### config.mk
export PLATFORM = sky130hd
export DESIGN_NAME = vrrq_alloc
export DESIGN_NICKNAME = d
export VERILOG_FILES = /design/src/rtl/variable_record_ring_queue_defines.svh /design/src/rtl/vrrq_pkg.sv /design/src/rtl/vrrq_alloc.sv
export SDC_FILE = /design/constraint.sdc
export NUM_CORES = 1
export LEC_CHECK = 0
export CAP_MARGIN = 25
export CELL_PAD_IN_SITES_DETAIL_PLACEMENT = 1
export CELL_PAD_IN_SITES_GLOBAL_PLACEMENT = 2
export CORE_UTILIZATION = 41
export DETAILED_ROUTE_END_ITERATION = 10
export DONT_BUFFER_PORTS = 1
export PLACE_DENSITY = 0.86
export SLEW_MARGIN = 15
export SYNTH_ARGS = -nofsm -noshare
export SYNTH_HDL_FRONTEND = slang
export SYNTH_SLANG_ARGS = --single-unit
### constraint.sdc
create_clock -name vclk -period 9.5
set_input_delay 1.9 -clock vclk [all_inputs]
set_output_delay 1.9 -clock vclk [all_outputs]
set_load 0.005 [all_outputs]
### src/rtl/variable_record_ring_queue_defines.svh
// Assertion macros used by the ring queue top module.
`ifndef VARIABLE_RECORD_RING_QUEUE_DEFINES_SVH
`define VARIABLE_RECORD_RING_QUEUE_DEFINES_SVH

// Check that a condition holds in the same cycle as its trigger.
`define VRRQ_ASSERT_IMP(label, ante, cons, msg) \
  label: assert property (@(posedge clk) disable iff (rst) (ante) |-> (cons)) \
    else $error(msg);

// Check that a condition holds in the cycle after its trigger.
`define VRRQ_ASSERT_NXT(label, ante, cons, msg) \
  label: assert property (@(posedge clk) disable iff (rst) (ante) |=> (cons)) \
    else $error(msg);

`endif

### src/rtl/vrrq_pkg.sv
// Types, constants and codes of the variable record ring queue.
`default_nettype none

package vrrq_pkg;

  // Ring geometry
  localparam int BUF_BYTES  = 4096;
  localparam int HDR_BYTES  = 4;
  localparam int MAX_PACKET = 1500;

  // Widths
  localparam int ADDR_W = $clog2(BUF_BYTES);   // byte address in the ring
  localparam int PTR_W  = ADDR_W + 1;          // pointer, end of ring included
  localparam int LEN_W  = 11;                  // lengths, counts and totals
  localparam int CFG_W  = 13;                  // ring_size register

  // Operation codes
  localparam logic [1:0] OP_WRITE_BEGIN = 2'd0;
  localparam logic [1:0] OP_WRITE_BYTE  = 2'd1;
  localparam logic [1:0] OP_READ_BEGIN  = 2'd2;
  localparam logic [1:0] OP_READ_BYTE   = 2'd3;

  // Status codes
  localparam logic [1:0] ST_OK      = 2'd0;
  localparam logic [1:0] ST_NO_ROOM = 2'd1;
  localparam logic [1:0] ST_EMPTY   = 2'd2;
  localparam logic [1:0] ST_OOS     = 2'd3;

  typedef struct packed {
    logic [1:0]       op;
    logic [LEN_W-1:0] length;
    logic [7:0]       data_byte;
  } item_t;

  typedef struct packed {
    logic [1:0]       status;
    logic [7:0]       data_out;
    logic             last;
    logic [LEN_W-1:0] count;
    logic             empty_res;
    logic             full_res;
  } result_t;

  // Space check outcome for a write request
  typedef struct packed {
    logic              room;
    logic [ADDR_W-1:0] start;
  } alloc_t;

  // Header entry of a linked record
  typedef struct packed {
    logic [LEN_W-1:0]  total;
    logic [ADDR_W-1:0] link;
  } hdr_t;

endpackage

`default_nettype wire

### src/rtl/vrrq_alloc.sv
// Space check that places a new record at the write pointer or the ring start.
`default_nettype none

module vrrq_alloc (
  input  logic [vrrq_pkg::PTR_W-1:0] wp,
  input  logic [vrrq_pkg::PTR_W-1:0] rp,
  input  logic [vrrq_pkg::PTR_W-1:0] size,
  input  logic [vrrq_pkg::LEN_W-1:0] length,
  input  logic                       full,
  output vrrq_pkg::alloc_t           alloc
);
  import vrrq_pkg::*;

  logic [PTR_W-1:0] need;

  // Header plus payload
  assign need = PTR_W'(HDR_BYTES) + PTR_W'(length);

  // Take the tail, else wrap to the start ahead of the read pointer
  always_comb begin
    alloc.room  = 1'b0;
    alloc.start = wp[ADDR_W-1:0];
    if (!full && (length <= LEN_W'(MAX_PACKET))) begin
      if (wp >= rp) begin
        if ((wp <= size) && ((size - wp) >= need)) begin
          alloc.room = 1'b1;
        end else if (rp >= need) begin
          alloc.room  = 1'b1;
          alloc.start = '0;
        end
      end else if ((rp - wp) >= need) begin
        alloc.room = 1'b1;
      end
    end
  end

endmodule

`default_nettype wire

==> results.json, run 1 <==
{
  "synth_top_family_by_area": "adder cells",
  "antenna_cells_inserted": 0,
  "drtIter0Drc": 48,
  "critPathMaxFanout": 12,
  "clkPwrFrac": 0,
  "track_usage": 0.233,
  "seq_cells": 0,
  "final.setup.tns_ps": 0,
  "grt_setup_unrepaired": "no",
  "gp_routability_congestion": 0.808,
  "post-place-ws_ps": 1750,
  "cap_violations": 0,
  "total_switching_power_uw": 96.3,
  "post_synth_fa_ha_maj_area_fraction": 0.361,
  "place.detailed.hpwl_mm": 6.09,
  "fin_ws_ps": 1740,
  "global_route.overflow_total": 0,
  "drc_errors": 0,
  "max_freq_mhz": 129,
  "floorplan.die.height_um": 76.8,
  "netlist_area_um2": 2290,
  "compound_gate_fraction_of_synth_area": 0.279,
  "max-vdd-ir-drop_mv": 0.0270,
  "initial_core_util": 0.438,
  "powerDensity_nw_per_um2": 74.5,
  "route.detailed.wl_per_inst_um": 18.3,
  "finish.net_count": 416,
  "worst_hold_path_startpoint": "wp[6]",
  "holdBufCountCts": 0,
  "grt_max_degree": 13,
  "synth.area.mux_share": 0.00491,
  "post-cts-setup-buffer-count": 0,
  "clockBufferCount": 0,
  "syn2layout_area_growth_pct": 3.33,
  "crit_arrival_ps": 5860,
  "fp.coreArea_um2": 5240,
  "postSynthNetCount": 415,
  "post_synth_main_area_contributors": "sky130_fd_sc_hd__ha_1, sky130_fd_sc_hd__xnor2_1, sky130_fd_sc_hd__a21oi_1",
  "floorplan.rows": 26,
  "yosysWarningCount": 0,
  "final_min_period_over_clock_period": 0.817,
  "report.final.hold_viol_count": 0,
  "syn_area_per_cell_um2": 7.67,
  "cts.repair.resized": 0,
  "detail_route.wirelength_mm": 6.73,
  "number_of_antenna_violations_at_the_first_check_in_global_routing": 0,
  "setup_viol_count_final": 0,
  "timing.hold.worst_path_depth": 1,
  "synthTopCellsByCount": "sky130_fd_sc_hd__ha_1, sky130_fd_sc_hd__a21oi_1, sky130_fd_sc_hd__inv_1",
  "synth-seq-area-share": 0,
  "comb_power_share": 1.000,
  "place_area_um2": 2370,
  "filler_cell_count": 677,
  "slew_viol_final": 0,
  "hold_path.class": "primary input to output port",
  "synth_xor_area_frac": 0.0993,
  "grt_pass1_vias": 2235,
  "drt_pass1_iterations": 4,
  "worst_ep_required_time_ps": 7600,
  "power.sequential.fraction": 0,
  "yosys.cell_count.top_type": "sky130_fd_sc_hd__ha_1",
  "worst_pin_slew_ps": 615,
  "period_needed_ps": 7760,
  "final_layout_size_suffix_gt1_frac": 0.0906,
  "syn_inst": 299,
  "timing.slew.headroom": 0.587,
  "synthSimpleGateAreaFrac": 0.211,
  "synth_cell_types": 47,
  "multi_input_logic_area_um2": 2190,
  "worst_setup_path_type": "primary input to output port",
  "detail_route.vias_per_cell": 5.87,
  "area.sequential_um2": 0,
  "swShare": 0.546,
  "buffer_ports.inserted": 0,
  "routed-via-count": 2159,
  "p_int_uw": 80.1,
  "design_area_um2": 2370,
  "grt_first_pass_wirelength_mm": 11.2,
  "synth_area_leader_cell": "sky130_fd_sc_hd__ha_1",
  "run_status": "finished clean",
  "dieArea_um2": 5890,
  "crit_path_end_kind": "output port",
  "critPathLaunchType": "primary input",
  "antenna_violating_nets_left": 0,
  "static-leakage-power_nw": 1.10,
  "die-width_um": 76.8,
  "floorplan.io_pins": 64,
  "synth_top_area_share": 0.344,
  "whs_endpoint": "alloc[6]"
}
through the flow:
stage	utilization	power, mW	std cells	hold WS, ps
2_1_floorplan	-	0.140	299	3910
3_3_place_gp	0.452	0.172	368	3910
3_5_place_dp	0.452	0.175	368	3910
4_1_cts	0.452	0.177	368	3910
5_1_grt	0.452	0.201	368	3920
6_report	0.452	0.176	368	3910
power by group through the flow:
stage                     logic [mW]  clock network [mW]  registers (mW)
after floorplan                0.140                   0               0
after global placement         0.172                   0               0
after detailed placement       0.175                   0               0
after CTS                      0.177                   0               0
after global routing           0.201                   0               0
final                          0.176                   0               0
final cells by class:
cell class | instances | area share
multi-input combinational | 274 | 0.925
inverter | 24 | 0.0380
tap | 70 | 0.0370
critical path, cell delays in order:
cell and delay [ps]:
sky130_fd_sc_hd__inv_1 40, sky130_fd_sc_hd__ha_1 350, sky130_fd_sc_hd__o21ai_0 120, sky130_fd_sc_hd__or2_2 310
sky130_fd_sc_hd__a31oi_1 330, sky130_fd_sc_hd__a21boi_0 220, sky130_fd_sc_hd__o21ai_0 250, sky130_fd_sc_hd__xor2_1 190
sky130_fd_sc_hd__ha_1 280, sky130_fd_sc_hd__a21oi_1 140, sky130_fd_sc_hd__o21ai_0 150, sky130_fd_sc_hd__a2111oi_0 450
sky130_fd_sc_hd__nor3_1 130, sky130_fd_sc_hd__a211oi_1 360, sky130_fd_sc_hd__o211ai_2 330, sky130_fd_sc_hd__and2_2 320
logic make-up (layout without fill, tap and decap cells):
logic type | count (synthesis) | in the layout
AO/OA/AOI/OAI | 93 | 93
AND/OR/NAND/NOR | 89 | 89
adder cells (fa/ha/maj) | 65 | 65
XOR/XNOR | 26 | 26
buffers and inverters | 25 | 24
multiplexers | 1 | 1
placed cells by master (no fill, tap or decap), types with 2 or more instances in the layout:
master,count
sky130_fd_sc_hd__and3_1,2
sky130_fd_sc_hd__nand3_1,9
sky130_fd_sc_hd__a21boi_0,4
sky130_fd_sc_hd__o21ai_0,21
sky130_fd_sc_hd__nand2b_1,6
sky130_fd_sc_hd__a2111oi_0,2
sky130_fd_sc_hd__xor2_1,9
sky130_fd_sc_hd__nor3_1,6
sky130_fd_sc_hd__inv_1,24
sky130_fd_sc_hd__nand2_1,19
sky130_fd_sc_hd__o21ai_2,2
sky130_fd_sc_hd__nor3b_1,2
sky130_fd_sc_hd__a31oi_1,3
sky130_fd_sc_hd__a21oi_1,25
sky130_fd_sc_hd__a21o_1,9
sky130_fd_sc_hd__or2_2,2
sky130_fd_sc_hd__and2_4,10
sky130_fd_sc_hd__fa_1,2
sky130_fd_sc_hd__nand4_1,2
sky130_fd_sc_hd__ha_1,63
sky130_fd_sc_hd__and2_2,3
sky130_fd_sc_hd__a211oi_1,8
sky130_fd_sc_hd__o21bai_1,2
sky130_fd_sc_hd__xnor2_1,17
sky130_fd_sc_hd__nor2_1,21
sky130_fd_sc_hd__o21a_1,4
sky130_fd_sc_hd__and4_1,2
routing by layer:
layer | wire, um | track usage | up-vias
li1 | - | - | 1102
met1 | 3300 | 0.319 | 1032
met2 | 3210 | 0.410 | 25
met3 | 216 | 0.0250 | 0
met4 | 0 | 0.00192 | 0
met5 | 0 | 0 | -
how the worst max path moves through the flow:
stage | from | to | slack [ps] | cells past startpoint
detailed placement | wp[6] | alloc[1] | 1750 | 16
global placement | wp[6] | alloc[1] | 2000 | 16
finish | wp[6] | alloc[1] | 1740 | 16
floorplan | wp[6] | alloc[10] | 2390 | 17
global route | wp[6] | alloc[1] | 1240 | 16
CTS | wp[6] | alloc[1] | 1740 | 16
(Power assumes the default switching activity.)
==> run 2: changes to the inputs <==
ABC_AREA = 1   (was not set)
CORE_UTILIZATION = 32   (was 41)
PLACE_DENSITY = 0.77   (was 0.86)
clock period = 7.1 ns   (was 9.5 ns; I/O delays follow)
==> results.json, run 2 <==
{
  "run_status": "finished clean",
  "slew_viol_final": 0,
  "grt_first_pass_wirelength_mm": 13.4,
  "finish.net_count": 540,
  "antenna_violating_nets_left": 0,
  "drtIter0Drc": 64,
  "drt_pass1_iterations": 4,
  "powerDensity_nw_per_um2": 99.5,
  "area.sequential_um2": 0,
  "holdBufCountCts": 0,
  "gp_routability_congestion": 0.854,
  "clockBufferCount": 0,
  "crit_path_end_kind": "output port",
  "synth-seq-area-share": 0,
  "floorplan.rows": 32,
  "routed-via-count": 2707,
  "synth_top_family_by_area": "adder cells",
  "final_layout_size_suffix_gt1_frac": 0.0687,
  "cap_violations": 0,
  "post_synth_main_area_contributors": "sky130_fd_sc_hd__ha_1, sky130_fd_sc_hd__nand2_1, sky130_fd_sc_hd__inv_1",
  "static-leakage-power_nw": 1.48,
  "buffer_ports.inserted": 0,
  "critPathMaxFanout": 12,
  "grt_setup_unrepaired": "no",
  "filler_cell_count": 1065,
  "cts.repair.resized": 0,
  "critical_path.startpoint": "wp[4]",
  "report.final.hold_viol_count": 0,
  "antenna_cells_inserted": 0,
  "timing.slew.headroom": 0.448,
  "route.detailed.wl_per_inst_um": 15.8,
  "synth_cell_types": 33,
  "postSynthNetCount": 540,
  "layout.cells.most_common_list": "sky130_fd_sc_hd__nand2_1, sky130_fd_sc_hd__inv_1, sky130_fd_sc_hd__ha_1",
  "syn2layout_area_growth_pct": 4.04,
  "detail_route.vias_per_cell": 5.17,
  "compound_gate_fraction_of_synth_area": 0.168,
  "period_needed_ps": 5830,
  "track_usage": 0.199,
  "setup_viol_count_final": 0,
  "synth.area.mux_share": 0,
  "hold_ws_ps": 2960,
  "worst_pin_slew_ps": 827,
  "floorplan.die.height_um": 92.1,
  "critPathLaunchType": "primary input",
  "max_freq_mhz": 171,
  "syn_inst": 424,
  "syn_area_per_cell_um2": 6.13,
  "worst_setup_path_type": "primary input to output port",
  "synth_top_area_share": 0.303,
  "final_common_cell": "sky130_fd_sc_hd__nand2_1",
  "initial_core_util": 0.333,
  "max-vdd-ir-drop_mv": 0.0323,
  "synthSimpleGateAreaFrac": 0.309,
  "floorplan.io_pins": 64,
  "grt_max_degree": 13,
  "drc_errors": 0,
  "place.detailed.hpwl_mm": 7.68,
  "seq_cells": 0,
  "final.setup.tns_ps": 0,
  "die-width_um": 92.1,
  "worst_ep_required_time_ps": 5680,
  "cp-endpoint": "alloc[0]",
  "dieArea_um2": 8490,
  "synth_area_leader_cell": "sky130_fd_sc_hd__ha_1",
  "netlist_area_um2": 2600,
  "final_min_period_over_clock_period": 0.822,
  "post-cts-setup-buffer-count": 0,
  "synthTopCellsByCount": "sky130_fd_sc_hd__nand2_1, sky130_fd_sc_hd__inv_1, sky130_fd_sc_hd__ha_1",
  "grt_pass1_vias": 2780,
  "hold_path.class": "primary input to output port",
  "number_of_antenna_violations_at_the_first_check_in_global_routing": 0,
  "global_route.overflow_total": 0,
  "synth_xor_area_frac": 0.0876,
  "yosysWarningCount": 0,
  "fp.coreArea_um2": 7810,
  "detail_route.wirelength_mm": 8.28,
  "post_synth_fa_ha_maj_area_fraction": 0.319,
  "yosys.cell_count.top_type": "sky130_fd_sc_hd__nand2_1",
  "crit_arrival_ps": 4410
}
## run 2: layout make-up
cell class / instances / area, um^2 / share of cell area
well taps: 102 / 128 / 0.0472
multi-input cells: 347 / 2290 / 0.849
inverters: 75 / 282 / 0.104
## run 2: report_power, final
group | leakage [nW] | switching, mW | internal, mW | total (mW)
clock network | 0 | 0 | 0 | 0
registers | 0 | 0 | 0 | 0
logic | 1.48 | 0.168 | 0.101 | 0.269
## run 2: worst min-delay path by stage
stage                    end  slack [ps]  cells after the start   from
finish              alloc[0]        2960                      1  wp[0]
global route        alloc[0]        2970                      1  wp[0]
CTS                 alloc[0]        2970                      1  wp[0]
detailed placement  alloc[0]        2970                      1  wp[0]
global placement    alloc[0]        2960                      1  wp[0]
floorplan           alloc[0]        2960                      1  wp[0]
## run 2: per-stage QoR
| step | area, um^2 | utilization | power (mW) | cells | worst slack [ps] |
|---|---|---|---|---|---|
| detailed placement | 2700 | 0.346 | 0.273 | 524 | 1230 |
| floorplan | 2600 | - | 0.213 | 424 | 1940 |
| finish | 2700 | 0.346 | 0.269 | 524 | 1270 |
| CTS | 2700 | 0.346 | 0.274 | 524 | 1220 |
| global route | 2700 | 0.346 | 0.311 | 524 | 996 |
| global placement | 2700 | 0.346 | 0.265 | 524 | 1280 |
## run 2: kinds of logic after synthesis
logic type / Yosys count
AOI/OAI and AO/OA: 73
buffers and inverters: 77
xor gates and xnor gates: 26
and+or+nand+nor: 183
adders and majority gates: 65
## run 2: worst max-delay path, cell delays in order
cell	delay [ps]
sky130_fd_sc_hd__inv_1	70
sky130_fd_sc_hd__ha_1	360
sky130_fd_sc_hd__a21oi_1	220
sky130_fd_sc_hd__o21ai_0	130
sky130_fd_sc_hd__a21oi_1	320
sky130_fd_sc_hd__o21ai_0	200
sky130_fd_sc_hd__xor2_1	180
sky130_fd_sc_hd__ha_1	280
sky130_fd_sc_hd__nand2_1	80
sky130_fd_sc_hd__nor2_1	140
sky130_fd_sc_hd__nand2_1	70
sky130_fd_sc_hd__nand2_1	50
sky130_fd_sc_hd__nor2_1	40
sky130_fd_sc_hd__nand2_1	80
sky130_fd_sc_hd__nand2_1	60
sky130_fd_sc_hd__nand2_1	50
sky130_fd_sc_hd__nand2_1	60
sky130_fd_sc_hd__nand2_2	60
sky130_fd_sc_hd__nand2_2	230
sky130_fd_sc_hd__a21boi_0	320
## run 2: routing by layer
layer  up-vias  part of all wire  track usage
li1       1393                 -            -
met1      1272              0.44        0.232
met2        38              0.53        0.404
met3         4             0.023       0.0133
met4         0            0.0077       0.0130
met5         -                 0            0
==> run 3: changes to the inputs <==
CORE_UTILIZATION = 35   (was 32)
PLACE_DENSITY = 0.8   (was 0.77)
clock period = 6 ns   (was 7.1 ns; I/O delays follow)
==> results.json, run 3 (synthesized netlist as in run 2, its figures left out) <==
{
  "routed-via-count": 2696,
  "fin_ws_ps": 609,
  "floorplan.die.height_um": 88.2,
  "final_common_cell": "sky130_fd_sc_hd__nand2_1",
  "clockBufferCount": 0,
  "report.final.hold_viol_count": 0,
  "critical_path.startpoint": "wp[4]",
  "power.sequential.fraction": 0,
  "place.detailed.hpwl_mm": 7.51,
  "critPathLaunchType": "primary input",
  "drt_pass1_iterations": 4,
  "cap_violations": 0,
  "finish.net_count": 540,
  "post-place-ws_ps": 598,
  "antenna_violating_nets_left": 0,
  "grt_max_degree": 13,
  "max_freq_mhz": 186,
  "floorplan.rows": 31,
  "run_status": "finished clean",
  "grt_setup_unrepaired": "no",
  "floorplan.io_pins": 64,
  "seq_cells": 0,
  "static-leakage-power_nw": 1.48,
  "max-vdd-ir-drop_mv": 0.0341,
  "p_int_uw": 119,
  "worst_ep_required_time_ps": 4800,
  "drtIter0Drc": 54,
  "p_total_uw": 315,
  "crit_family": "compound AO/OA/AOI/OAI gates",
  "worst_pin_slew_ps": 763,
  "fp.coreArea_um2": 7210,
  "cts.repair.resized": 0,
  "setup_viol_count_final": 0,
  "grt_pass1_vias": 2796,
  "syn2layout_area_growth_pct": 3.90,
  "crit_buf_inv": 1,
  "worst_setup_path_type": "primary input to output port",
  "max_incr_delay_on_cp_ps": 360,
  "buffer_ports.inserted": 0,
  "most_used_cell_cp": "sky130_fd_sc_hd__nand2_1",
  "detail_route.vias_per_cell": 5.17,
  "slew_viol_final": 0,
  "critical_path.slowest_cell": "sky130_fd_sc_hd__ha_1",
  "die-width_um": 88.2,
  "comb_power_share": 1.000,
  "dieArea_um2": 7770,
  "route.detailed.wl_per_inst_um": 15.3,
  "holdBufCountCts": 0,
  "timing.critical_path.depth": 20,
  "timing.hold.worst_path_depth": 1,
  "grt_first_pass_wirelength_mm": 12.9,
  "clkPwrFrac": 0,
  "initial_core_util": 0.360,
  "worstPathCellList": "inv_1, ha_1, a21oi_1, o21ai_0, a21oi_1, o21ai_0, xor2_1, ha_1, nand2_1, nor2_1, nand2_1, nand2_1, nor2_1, nand2_1, nand2_1, nand2_1, nand2_1, nand2_2, nand2_2, a21boi_0",
  "global_route.overflow_total": 0,
  "fin_util": 0.374,
  "swShare": 0.622,
  "crit_arrival_ps": 4190,
  "detail_route.wirelength_mm": 7.99,
  "layout.cells.most_common_list": "sky130_fd_sc_hd__nand2_1, sky130_fd_sc_hd__inv_1, sky130_fd_sc_hd__ha_1",
  "final_layout_size_suffix_gt1_frac": 0.0687,
  "critPathMaxFanout": 12,
  "antenna_cells_inserted": 0,
  "powerDensity_nw_per_um2": 117,
  "area.sequential_um2": 0,
  "gp_routability_congestion": 0.824,
  "hold_path.class": "primary input to output port",
  "crit_path_end_kind": "output port",
  "total_switching_power_uw": 196,
  "number_of_antenna_violations_at_the_first_check_in_global_routing": 0,
  "final.setup.tns_ps": 0,
  "period_needed_ps": 5390,
  "track_usage": 0.214,
  "timing.slew.headroom": 0.491,
  "cp-endpoint": "alloc[0]",
  "post-cts-setup-buffer-count": 0,
  "drc_errors": 0,
  "final_min_period_over_clock_period": 0.898
}
## run 3: cell counts in the layout (fill, tap and decap cells not counted)
Identical to the previous run, type by type.
## run 3: per-layer routing
layer / GRT usage / share of wire
met5: 0 / 0
met1: 0.254 / 0.44
met3: 0.0160 / 0.025
met2: 0.422 / 0.52
met4: 0.0308 / 0.017
## run 3: worst min path at each step
stage	end	slack, ps	startpoint
after detailed placement	alloc[0]	2530	wp[0]
after CTS	alloc[0]	2530	wp[0]
after global routing	alloc[0]	2530	wp[0]
after global placement	alloc[0]	2520	wp[0]
final	alloc[0]	2530	wp[0]
after floorplan	alloc[0]	2520	wp[0]
## run 3: stage by stage
stage                     cells  area [um^2]  hold WS, ps
after global routing        521         2700         2530
after global placement      521         2700         2520
after floorplan             424         2600         2520
final                       521         2700         2530
after detailed placement    521         2700         2530
after CTS                   521         2700         2530
## run 3: final cells by class
type | instances | area, um^2
Fill cell | 999 | 4510
Multi-Input combinational cell | 347 | 2290
Inverter | 75 | 282
Tap cell | 99 | 124
## run 3: power by group through the flow
stage          clock (mW)  sequential, mW  combinational [mW]
2_1_floorplan           0               0               0.252
3_3_place_gp            0               0               0.310
3_5_place_dp            0               0               0.319
4_1_cts                 0               0               0.321
5_1_grt                 0               0               0.366
6_report                0               0               0.315
